<file path="src/rtl/core/vss_pkg.sv">
`timescale 1ns / 1ps
// ----------------------------------------------------------------------------
// vss_pkg: shared types and constants for the voxel sphere shell rasterizer
// Grid size, radius limit, beat structs and the small offset-square table.
// ----------------------------------------------------------------------------
package vss_pkg;

  // Voxel grid size and radius limit
  localparam int unsigned GRID_X     = 128;
  localparam int unsigned GRID_Y     = 128;
  localparam int unsigned GRID_Z     = 64;
  localparam int unsigned MAX_RADIUS = 3;

  // Mask that picks the dimmed shell colour bits
  localparam logic [7:0] DIM_MASK = 8'h92;

  // One lane per z voxel of a column (2 * max radius + 1)
  localparam int unsigned N_LANES = 7;

  // Offset from the centre along one axis, -3 .. 3
  typedef logic signed [2:0] ofs_t;

  // Input beat: one sphere
  typedef struct packed {
    logic [6:0] centre_x;
    logic [6:0] centre_y;
    logic [5:0] centre_z;
    logic [1:0] sphere_radius;
    logic [7:0] paint_colour;
  } vss_in_t;

  // Output beat: one voxel column
  typedef struct packed {
    logic [6:0] column_x;
    logic [6:0] column_y;
    logic [5:0] z_base;
    logic [6:0] fill_mask;
    logic [6:0] shell_mask;
    logic [7:0] body_colour;
    logic [7:0] shell_colour;
    logic       last_column;
  } vss_out_t;

  // Request to the column evaluator
  typedef struct packed {
    ofs_t       dx;
    ofs_t       dy;
    ofs_t       zlo;
    logic [2:0] span;   // window height - 1
    logic [3:0] rosq;   // r squared
    logic [3:0] risq;   // (r-1) squared
  } vss_col_req_t;

  // Column evaluator result
  typedef struct packed {
    logic [6:0] fill;
    logic [6:0] shell;
  } vss_col_res_t;

  // Square of a small signed offset
  function automatic logic [3:0] sq_ofs(input ofs_t v);
    logic [3:0] s;
    case (v)
      3'sd0:   s = 4'd0;
      3'sd1:   s = 4'd1;
      -3'sd1:  s = 4'd1;
      3'sd2:   s = 4'd4;
      -3'sd2:  s = 4'd4;
      3'sd3:   s = 4'd9;
      -3'sd3:  s = 4'd9;
      default: s = 4'd0;  // -4 never occurs
    endcase
    return s;
  endfunction

endpackage

</file>
<file path="src/rtl/core/vss_clip.sv">
`timescale 1ns / 1ps
// ----------------------------------------------------------------------------
// vss_clip: clips one axis of the sphere bounding box to the grid
// Gives the low and high offsets from the centre and flags an empty window.
// ----------------------------------------------------------------------------
module vss_clip
  import vss_pkg::*;
(
  input  logic [6:0] c_i,      // centre coordinate
  input  logic [1:0] r_i,      // saturated radius
  input  logic [7:0] size_i,   // grid size on this axis
  output ofs_t       lo_o,
  output ofs_t       hi_o,
  output logic       empty_o
);

  logic              clip_hi;
  logic signed [9:0] hi_wide;
  logic signed [9:0] lo_wide;
  logic        [7:0] top_sum;

  // Low edge: stop at coordinate zero
  assign lo_o = (c_i < {5'b0, r_i}) ? (3'(0) - {1'b0, c_i[1:0]})
                                    : (3'(0) - {1'b0, r_i});

  // High edge: stop at size - 1
  assign top_sum = {1'b0, c_i} + {6'b0, r_i};
  assign clip_hi = (top_sum >= size_i);
  assign hi_wide = $signed({2'b0, size_i}) - 10'sd1 - $signed({3'b0, c_i});
  assign lo_wide = {{7{lo_o[2]}}, lo_o};
  assign hi_o    = clip_hi ? hi_wide[2:0] : {1'b0, r_i};

  // Empty only when the high edge falls below the low edge
  assign empty_o = clip_hi && (hi_wide < lo_wide);

endmodule

</file>
<file path="src/rtl/core/vss_shell_unit.sv">
`timescale 1ns / 1ps
// ----------------------------------------------------------------------------
// vss_shell_unit: shared column evaluator
// Squared distance per z lane of one column, compared to r^2 and (r-1)^2.
// ----------------------------------------------------------------------------
module vss_shell_unit
  import vss_pkg::*;
(
  input  vss_col_req_t req_i,
  output vss_col_res_t res_o
);

  logic [4:0] dxy_sq;
  ofs_t       dz   [N_LANES];
  logic [4:0] lsq  [N_LANES];
  logic       lane_on [N_LANES];

  // Column part of the distance, shared by all lanes
  assign dxy_sq = {1'b0, sq_ofs(req_i.dx)} + {1'b0, sq_ofs(req_i.dy)};

  // Independent per-voxel compares
  always_comb begin
    res_o = '0;
    for (int k = 0; k < N_LANES; k++) begin
      dz[k]      = req_i.zlo + 3'(k);
      lsq[k]     = dxy_sq + {1'b0, sq_ofs(dz[k])};
      lane_on[k] = (3'(k) <= req_i.span);
      if (lane_on[k] && (lsq[k] <= {1'b0, req_i.rosq})) begin
        res_o.fill[k] = 1'b1;
        if (lsq[k] > {1'b0, req_i.risq}) begin
          res_o.shell[k] = 1'b1;
        end
      end
    end
  end

endmodule

</file>
<file path="src/rtl/core/voxel_sphere_shell_shaded_core.sv">
`timescale 1ns / 1ps
// ----------------------------------------------------------------------------
// voxel_sphere_shell_shaded_core: voxel sphere shell rasterizer, top level
// Clips a sphere's box and emits fill/shell masks for each x,y column.
// ----------------------------------------------------------------------------
// The first column beat passes through the ST_SCAN state and then the output register.
// Throughput: one column per cycle through the shared column evaluator while
//   out_ready_i does not stall the output; a new sphere waits for the last column.
// A sphere whose clipped box is empty gives no beat.
// Reset: asynchronous, active low; clears the sequencer and output valid.
// ----------------------------------------------------------------------------
module voxel_sphere_shell_shaded_core
  import vss_pkg::*;
#(
  parameter int unsigned GridX     = GRID_X,
  parameter int unsigned GridY     = GRID_Y,
  parameter int unsigned GridZ     = GRID_Z,
  parameter int unsigned MaxRadius = MAX_RADIUS
) (
  input  logic     clk_i,
  input  logic     rst_ni,
  input  logic     in_valid_i,
  output logic     in_ready_o,
  input  vss_in_t  in_data_i,
  output logic     out_valid_o,
  input  logic     out_ready_i,
  output vss_out_t out_data_o
);

  typedef enum logic {
    ST_IDLE,
    ST_SCAN
  } state_e;

  state_e       state_q;
  logic [6:0]   cx_q, cy_q;
  logic [5:0]   cz_q;
  logic [7:0]   colour_q;
  ofs_t         dx_q, dy_q, xhi_q, ylo_q, yhi_q, zlo_q;
  logic [2:0]   span_q;
  logic [3:0]   rosq_q, risq_q;
  logic         out_valid_q;
  vss_out_t     out_q;

  logic [1:0]   r_sat;
  ofs_t         xlo_c, xhi_c, ylo_c, yhi_c, zlo_c, zhi_c;
  logic         xe_c, ye_c, ze_c;
  logic         in_beat, load, col_last;
  ofs_t         span_c;
  vss_col_req_t req;
  vss_col_res_t res;

  // Radius saturation
  assign r_sat = (in_data_i.sphere_radius > 2'(MaxRadius)) ? 2'(MaxRadius)
                                                          : in_data_i.sphere_radius;

  // Per-axis clipping of the incoming sphere
  vss_clip u_clip_x (
    .c_i    (in_data_i.centre_x),
    .r_i    (r_sat),
    .size_i (8'(GridX)),
    .lo_o   (xlo_c),
    .hi_o   (xhi_c),
    .empty_o(xe_c)
  );

  vss_clip u_clip_y (
    .c_i    (in_data_i.centre_y),
    .r_i    (r_sat),
    .size_i (8'(GridY)),
    .lo_o   (ylo_c),
    .hi_o   (yhi_c),
    .empty_o(ye_c)
  );

  vss_clip u_clip_z (
    .c_i    ({1'b0, in_data_i.centre_z}),
    .r_i    (r_sat),
    .size_i (8'(GridZ)),
    .lo_o   (zlo_c),
    .hi_o   (zhi_c),
    .empty_o(ze_c)
  );

  assign span_c = zhi_c - zlo_c;

  // Column evaluator fed from the scan counters
  assign req.dx   = dx_q;
  assign req.dy   = dy_q;
  assign req.zlo  = zlo_q;
  assign req.span = span_q;
  assign req.rosq = rosq_q;
  assign req.risq = risq_q;

  vss_shell_unit u_shell (
    .req_i(req),
    .res_o(res)
  );

  // Handshake
  assign in_ready_o  = (state_q == ST_IDLE);
  assign in_beat     = in_valid_i && in_ready_o;
  assign load        = (state_q == ST_SCAN) && (!out_valid_q || out_ready_i);
  assign col_last    = (dx_q == xhi_q) && (dy_q == yhi_q);
  assign out_valid_o = out_valid_q;
  assign out_data_o  = out_q;

  // Sequencer, scan counters and output register
  always_ff @(posedge clk_i or negedge rst_ni) begin
    if (!rst_ni) begin
      state_q     <= ST_IDLE;
      out_valid_q <= 1'b0;
    end else begin
      if (out_valid_q && out_ready_i) begin
        out_valid_q <= 1'b0;
      end
      case (state_q)
        ST_IDLE: begin
          if (in_beat && !(xe_c || ye_c || ze_c)) begin
            state_q <= ST_SCAN;
          end
        end
        ST_SCAN: begin
          if (load) begin
            out_valid_q <= 1'b1;
            if (col_last) begin
              state_q <= ST_IDLE;
            end
          end
        end
        default: state_q <= ST_IDLE;
      endcase
    end
  end

  // Sphere parameters and scan position (payload, no reset)
  always_ff @(posedge clk_i) begin
    if (in_beat) begin
      cx_q     <= in_data_i.centre_x;
      cy_q     <= in_data_i.centre_y;
      cz_q     <= in_data_i.centre_z;
      colour_q <= in_data_i.paint_colour;
      dx_q     <= xlo_c;
      dy_q     <= ylo_c;
      xhi_q    <= xhi_c;
      ylo_q    <= ylo_c;
      yhi_q    <= yhi_c;
      zlo_q    <= zlo_c;
      span_q   <= span_c;
      rosq_q   <= sq_ofs({1'b0, r_sat});
      risq_q   <= (r_sat == 2'd0) ? 4'd1 : sq_ofs({1'b0, r_sat - 2'd1});
    end else if (load) begin
      if (dy_q == yhi_q) begin
        dy_q <= ylo_q;
        dx_q <= dx_q + 3'sd1;
      end else begin
        dy_q <= dy_q + 3'sd1;
      end
    end
    if (load) begin
      out_q.column_x     <= cx_q + {{4{dx_q[2]}}, dx_q};
      out_q.column_y     <= cy_q + {{4{dy_q[2]}}, dy_q};
      out_q.z_base       <= cz_q + {{3{zlo_q[2]}}, zlo_q};
      out_q.fill_mask    <= res.fill;
      out_q.shell_mask   <= res.shell;
      out_q.body_colour  <= colour_q;
      out_q.shell_colour <= (colour_q & DIM_MASK) >> 1;
      out_q.last_column  <= col_last;
    end
  end

  // Shell voxels are always inside voxels
  assert property (@(posedge clk_i) disable iff (!rst_ni)
    out_valid_o |-> ((out_data_o.shell_mask & ~out_data_o.fill_mask) == 7'd0))
    else $error("shell mask has a voxel outside the fill mask");

  // Inner counter stays within the clipped y window while scanning
  assert property (@(posedge clk_i) disable iff (!rst_ni)
    (state_q == ST_SCAN) |-> ((dy_q >= ylo_q) && (dy_q <= yhi_q)))
    else $error("y scan counter left the clipped window");

  // Loading the final column ends the scan
  assert property (@(posedge clk_i) disable iff (!rst_ni)
    (load && col_last) |=> (state_q == ST_IDLE))
    else $error("scan did not end after the last column");

  // A loaded column is flagged last exactly when the scan ends
  assert property (@(posedge clk_i) disable iff (!rst_ni)
    load |=> (out_data_o.last_column == (state_q == ST_IDLE)))
    else $error("last column flag disagrees with sequencer");

endmodule
</file>
<file path="config.mk">
export PLATFORM = sky130hd
export DESIGN_NAME = voxel_sphere_shell_shaded_core
export DESIGN_NICKNAME = d
export VERILOG_FILES = /design/src/rtl/core/vss_pkg.sv /design/src/rtl/core/vss_clip.sv /design/src/rtl/core/vss_shell_unit.sv /design/src/rtl/core/voxel_sphere_shell_shaded_core.sv
export SDC_FILE = /design/constraint.sdc
export NUM_CORES = 1
export LEC_CHECK = 0
export ABC_AREA = 1
export BUFFER_PORTS_ARGS = -buffer_cell sky130_fd_sc_hd__buf_4
export CAP_MARGIN = 20
export CORE_ASPECT_RATIO = 1.25
export CORE_MARGIN = 4
export CORE_UTILIZATION = 30
export DETAILED_ROUTE_END_ITERATION = 8
export HOLD_SLACK_MARGIN = 0.02
export PLACE_DENSITY = 0.57
export SLEW_MARGIN = 30
export SYNTH_ARGS = -nofsm -noshare
export SYNTH_HDL_FRONTEND = slang
export SYNTH_SLANG_ARGS = --single-unit
</file>
<file path="constraint.sdc">
create_clock -name clk_i -period 4 [get_ports clk_i]
set_input_delay 1 -clock clk_i [delete_from_list [all_inputs] [get_ports clk_i]]
set_output_delay 1 -clock clk_i [all_outputs]
set_load 0.05 [all_outputs]
</file>
# Yosys cells after proc, flatten, opt, wreduce, memory -nomap -nowiden
# Index checks and enable logic that the tools add are counted.
[totals]
register_bits = 105
latch_bits = 0
ramBits = 0
mem_bits_ro = 0
in_bits = 34
out_inout_bits = 53
elab_cells = 253
mem_count = 0
[op_classes]
n_addsub = 31
n_mul = 0
div = 0
order_cmp = 31
n_eq_ne = 62
shift = 0
muxes = 45
bitwise_logic = 1
reduce_logical = 52
[ops]
columns = ["cell", "n"]
rows = [
  ["$pmux 4 s3", 9],
  ["$eq 3x3->1 const B", 27],
  ["$eq 3x2->1 const B", 18],
  ["$reduce_or 2->1", 27],
  ["$add 5x4->5", 7],
  ["$gt 5x4->1", 7],
  ["$le 5x4->1", 7],
  ["$pmux 4 s4", 2],
  ["$mux 3", 10],
  ["$eq 3x1->1 const B", 9],
  ["$mux 1", 20],
  ["$add 7x2->8", 2],
  ["$ge 8x8->1 const B", 2],
  ["$lt 8x3->1", 2],
  ["$sub 7x7->8 const A", 2],
  ["$logic_and 1x1->1", 15],
  ["$add 7x7->7", 2],
  ["$lt 7x2->1", 2],
  ["$add 3x2->3 const B", 4],
  ["$add 3x3->3 const B", 4],
  ["$sub 1x2->3 const A", 4],
  ["$le 3x3->1 const A", 3],
  ["$eq 2x2->1 const B", 4],
  ["$ge 8x7->1 const B", 1],
  ["21 further kinds", 32],
]

# Logic depth before layout (Yosys ltp)
[depth]
depth_word = 12
mapped_depth = 18
mapped_depth_nobuf = 18

# Modules after synthesis
# A second synthesis with hierarchy kept.
[hier_totals]
hier_cells = 1144
area_unflattened_um2 = 9805.7
[by_module_without_submodules]
columns = ["module", "instances", "cells_each", "area_each_um2", "seq_area_each_um2"]
rows = [
  ["voxel_sphere_shell_shaded_core", 1, 282, 4147.7, 2992.9],
  ["vss_clip (u_clip_y ...)", 2, 184, 1196.1, 0.0],
  ["vss_shell_unit", 1, 316, 2093.3, 0.0],
  ["vss_clip (u_clip_x)", 1, 178, 1172.4, 0.0],
]

# Worst setup path before layout
# Ideal clock, no wire load.
[synth_timing]
path_type = "input-to-reg"
from = "input port out_ready_i"
to = "register dx_q[0] (enable)"
arrival_ns = 3.440
t_required_ns = 3.655
path_slack_ns = 0.215
path_stages = 4
path_buffers = 0
cell_sequence = "nor2_1 > nor2_1 > inv_1 > o21ai_0"
[synth_via]
elab_chain_len = 4
[synth_rtl]
columns = ["element", "line", "rtl"]
rows = [
  ["start, declared", "voxel_sphere_shell_shaded_core.sv:26", "input logic out_ready_i,"],
  ["$logic_or 1x1->1", "voxel_sphere_shell_shaded_core.sv:103", "assign load = (state_q == ST_SCAN) && (!out_valid_q || out_ready_i);"],
  ["$logic_and 1x1->1", "voxel_sphere_shell_shaded_core.sv:103", ""],
  ["named net load", "voxel_sphere_shell_shaded_core.sv:48", "logic in_beat, load, col_last;"],
  ["$reduce_bool 2->1 (no line)", "n/a", ""],
  ["$reduce_and 2->1 (no line)", "n/a", ""],
  ["end signal, assigned", "voxel_sphere_shell_shaded_core.sv:143", "dx_q <= xlo_c;"],
  ["end signal, assigned", "voxel_sphere_shell_shaded_core.sv:155", "dx_q <= dx_q + 3'sd1;"],
  ["end, declared", "voxel_sphere_shell_shaded_core.sv:39", "ofs_t dx_q, dy_q, xhi_q, ylo_q, yhi_q, zlo_q;"],
]
# The timed path passes the listed nets, and every way through them passes these cells.
# A chain may end at the register's enable or synchronous reset.

# Worst setup path in the final report
[layout_timing]
from = "register dy_q[0]"
to = "register out_q (netlist bit out_data_o[22]), data pin"
[layout_via]
elab_chain_len = 7
elab_cells_between_ends = 16
cone_classes = "add/sub (2); order compare (2); eq/ne (6); mux (2); reduce/logical (4)"
[layout_rtl]
columns = ["element", "line", "rtl"]
rows = [
  ["start, declared", "voxel_sphere_shell_shaded_core.sv:39", ""],
  ["start signal, assigned", "voxel_sphere_shell_shaded_core.sv:144", "dy_q <= ylo_c;"],
  ["start signal, assigned", "voxel_sphere_shell_shaded_core.sv:154", "dy_q <= ylo_q;"],
  ["start signal, assigned", "voxel_sphere_shell_shaded_core.sv:157", "dy_q <= dy_q + 3'sd1;"],
  ["$eq 3x2->1, or another cell as far along", "vss_pkg.sv:63", "case (v)"],
  ["$reduce_or 2->1 (no line)", "n/a", ""],
  ["$pmux 4 s3 *", "vss_pkg.sv:63", ""],
  ["$add 4x4->5 *", "vss_shell_unit.sv:19", "assign dxy_sq = {1'b0, sq_ofs(req_i.dx)} + {1'b0, sq_ofs(req_i.dy)};"],
  ["$add 5x4->5 *", "vss_shell_unit.sv:26", "lsq[k] = dxy_sq + {1'b0, sq_ofs(dz[k])};"],
  ["$gt 5x4->1 or $le 5x4->1 (tied branches)", "vss_shell_unit.sv:30, vss_shell_unit.sv:28", ""],
  ["$mux 1 or $logic_and 1x1->1 (tied branches)", "vss_shell_unit.sv:30, vss_shell_unit.sv:28", ""],
  ["end, declared", "voxel_sphere_shell_shaded_core.sv:43", "vss_out_t out_q;"],
]
# Mark *: on every way between the ends. The rest lies on a longest branch, timed or not.

==> flow_summary.ini <==
[outcome]
outcome = completed

[global_routing]
overflow = 0
first_global_vias = 4651
initial_antenna_violation_count = 0
grt_start_max_net_pins = 44
groute.usage.overall_pct = 11.3
grt_first_pass_wirelength_um = 22300

[drt]
avgViaCountPerCell = 4.38
first_pass_iters = 4
route.final.wire_length_um = 13100
drc = 0
first_iter_violations = 174
antenna_violating_nets_post_route = 0
routedWlPerCell_um = 12.9
vias = 4449

[setup_path]
cp-start-kind = register
arrival_time_of_data_at_the_critical_path_endpoint_ns = 3.67
endpoint_kind = register
setup.worst_path.start = dy_q[0]
critical_path.reg2reg.startpoint = dy_q[0]
timing.critical_path.to = out_data_o[22]
reg2reg_depth = 17
required_ns = 4.10
path_class = register to register
timing.reg2reg.setup_slack_ns = 0.44
critical_path.reg2reg.endpoint = out_data_o[22]
crit_fanout = 6

[floorplan]
initial_core_util_pct = 30.4
dieWidth_um = 140
design.die.area_sq_mm = 0.0242
floorplan.rows = 60
die_h_um = 173
core_area_sq_mm = 0.0215
ios = 87

[synth]
netlist-cell-type-count = 39
synth_enable_flop_cells = 98
yosysWarningCount = 0
synth_area_sq_mm = 0.00652
register_bit_total_from_synthesis = 100
ys_dominant_reg_cell = edfxtp_1
synth_cells = 643
post-synth-top-area-fraction_pct = 45.2
synth.top_cells.by_area = edfxtp_1 45%, ha_1 18%, inv_1 5.9%
mean_instance_size_in_the_synthesized_netlist_sq_um = 10.1
synth_area_leader_cell = edfxtp_1
seq_area_frac_synth_pct = 45.9
async_flop_share_pct = 2.00

[timing]
timing.max_slew.rel_slack_pct = 59.6
max_freq_mhz = 281
slew_viol_final = 0
setup_ws_ns = 0.436
grt_setup_unrepaired = no
clock_skew_ns = 0.00842
layout_worst_path_cycle_share_pct = 89.1
timing.hold.ws_ns = 0.420
final-hold-violation-count = 0
tightest_slew_ns = 0.606
final-setup-viol-count = 0
timing.final.crit_period_ns = 3.56
sum_neg_setup_slack_ns = 0

[clock_network]
cts_resized = 0
tritoncts.num_buffers = 9
clk_pin_slew_worst_paths_ns = 0.07
cts_tree = done
cts_root_buffer = clkbuf_16
post_cts_hold_buffer_count = 0
clk_latency_ns = 0.34
postCtsSetupRepairBufs = 0
clock_path_buffers = 2
clkSinkCount = 100
ctsHtreeMaxLevel = 3

[final_layout]
final_net_count = 871
areaGrowthSynthToFinish_pct = 18.7
fraction_of_layout_instances_using_a_drive_strength_above_1_pct = 15.3
num_antenna_cells = 0
most_frequent_cells_in_the_layout = 102 x inv_1, 98 x edfxtp_1, 96 x ha_1
final_design_area_no_fill_sq_mm = 0.00774
leading_cell_type_in_the_layout_fill_and_taps_excluded = inv_1

[power]
leakage_nw = 3.64
power_switching_share_pct = 46.4
ir_drop_mv = 0.277
reg_power_share_pct = 26.6
p_total_w = 0.00627
pwr-share-clk_pct = 13.4
cellInternalPower_w = 0.00336
switchingPower_w = 0.00290
p_comb_share_pct = 59.9
power.density_cell_area_mw_per_mm2 = 810

[place]
dp_worst_setup_slack_ns = 0.427
place_hpwl_um = 10600
postPlaceCellArea_sq_mm = 0.00745
place.gp.congestion = 0.841
portBuffers = 81

[hold_path]
kind_of_path_behind_the_tightest_hold_check = register to register
worst_hold_startpoint = colour_q[0]

[job]
maxCapViolations = 0
registers in the layout, summed over array words and instances (netlist names):
| name | cells |
|---|---|
| zlo_q | 3 |
| cz_q | 6 |
| cy_q | 7 |
| out_data_o | 43 |
| dx_q | 3 |
| ylo_q | 3 |
| out_valid_o | 1 |
| rosq_q | 3 |
| colour_q | 8 |
| cx_q | 7 |
| dy_q | 3 |
| xhi_q | 3 |
| risq_q | 3 |
| span_q | 3 |
| yhi_q | 3 |
| state_q | 1 |
cell usage after synthesis (8+ instances only):
| master | count |
|---|---|
| nor3_1 | 10 |
| nor2_1 | 62 |
| edfxtp_1 | 98 |
| xor2_1 | 30 |
| inv_1 | 103 |
| a21o_1 | 8 |
| buf_4 | 8 |
| nand3_1 | 17 |
| fa_1 | 9 |
| o21ai_0 | 28 |
| nand2_1 | 89 |
| xnor2_1 | 10 |
| a21oi_1 | 33 |
| ha_1 | 96 |
per-layer routing:
metal | share of wire, % | GRT usage (%) | up-vias | wire length [um]
met1 | 39 | 12.4 | 2028 | 5070
met2 | 55 | 21.3 | 83 | 7160
met3 | 3.7 | 1.83 | 28 | 486
met5 | 0 | 0 | - | 0
met4 | 3.2 | 4.93 | 0 | 419
li1 | - | - | 2310 | -
power by group through the flow:
| stage | Combinational [W] | Clock, W | Sequential [W] |
|---|---|---|---|
| 2_1_floorplan | 0.00231 | 0 | 0.00226 |
| 3_3_place_gp | 0.00374 | 0 | 0.00170 |
| 3_5_place_dp | 0.00378 | 0 | 0.00170 |
| 4_1_cts | 0.00379 | 0.000870 | 0.00168 |
| 5_1_grt | 0.00426 | 0.000911 | 0.00170 |
| 6_report | 0.00376 | 0.000841 | 0.00167 |
kinds of logic (layout without fill, tap and decap cells):
family,count (synthesis),count (layout),share of synthesized area [%]
AND/OR/NAND/NOR,190,190,12.2
buffers and inverters,118,205,7.31
adder cells (fa/ha/maj),105,105,21.2
flip-flops,100,100,45.9
AO/OA/AOI/OAI,88,88,7.83
XOR/XNOR,40,40,5.38
other,1,8,0.0575
multiplexers,1,1,0.154
worst max-delay path: stages (launching register included):
cell and delay [ns]:
edfxtp_1 0.49, ha_1 0.26, nand2_1 0.06, inv_1 0.04, a21oi_1 0.25, nand2_1 0.18, ha_1 0.38, ha_1 0.24
ha_1 0.25, xor2_1 0.20, ha_1 0.34, inv_1 0.05, o21bai_1 0.19, nand2_1 0.07, a21oi_1 0.16, nor2_1 0.06
nand2_1 0.08, nor2_1 0.04
area by class of cell:
type	instances	area (sq um)
Inverter	104	390
Fill cell	2183	13700
Clock inverter	6	55.1
Multi-Input combinational cell	432	3080
Timing Repair Buffer	85	638
Clock buffer	10	229
Tap cell	279	349
Sequential cell	100	2990
per-stage QoR:
| stage | cells | util (%) |
|---|---|---|
| finish | 1016 | 36.0 |
| global route | 1016 | 36.0 |
| CTS | 1016 | 36.0 |
| detailed placement | 1000 | 34.7 |
| global placement | 1000 | 34.7 |
| floorplan | 650 | - |
worst min-delay path by stage:
stage,end,cells after the start
after floorplan,out_data_o[10],0
after global placement,out_data_o[13],0
after detailed placement,out_data_o[10],0
after CTS,out_valid_o,1
after global routing,out_valid_o,1
final,out_data_o[9],0
Note: power is estimated with default switching activity, not from simulation.
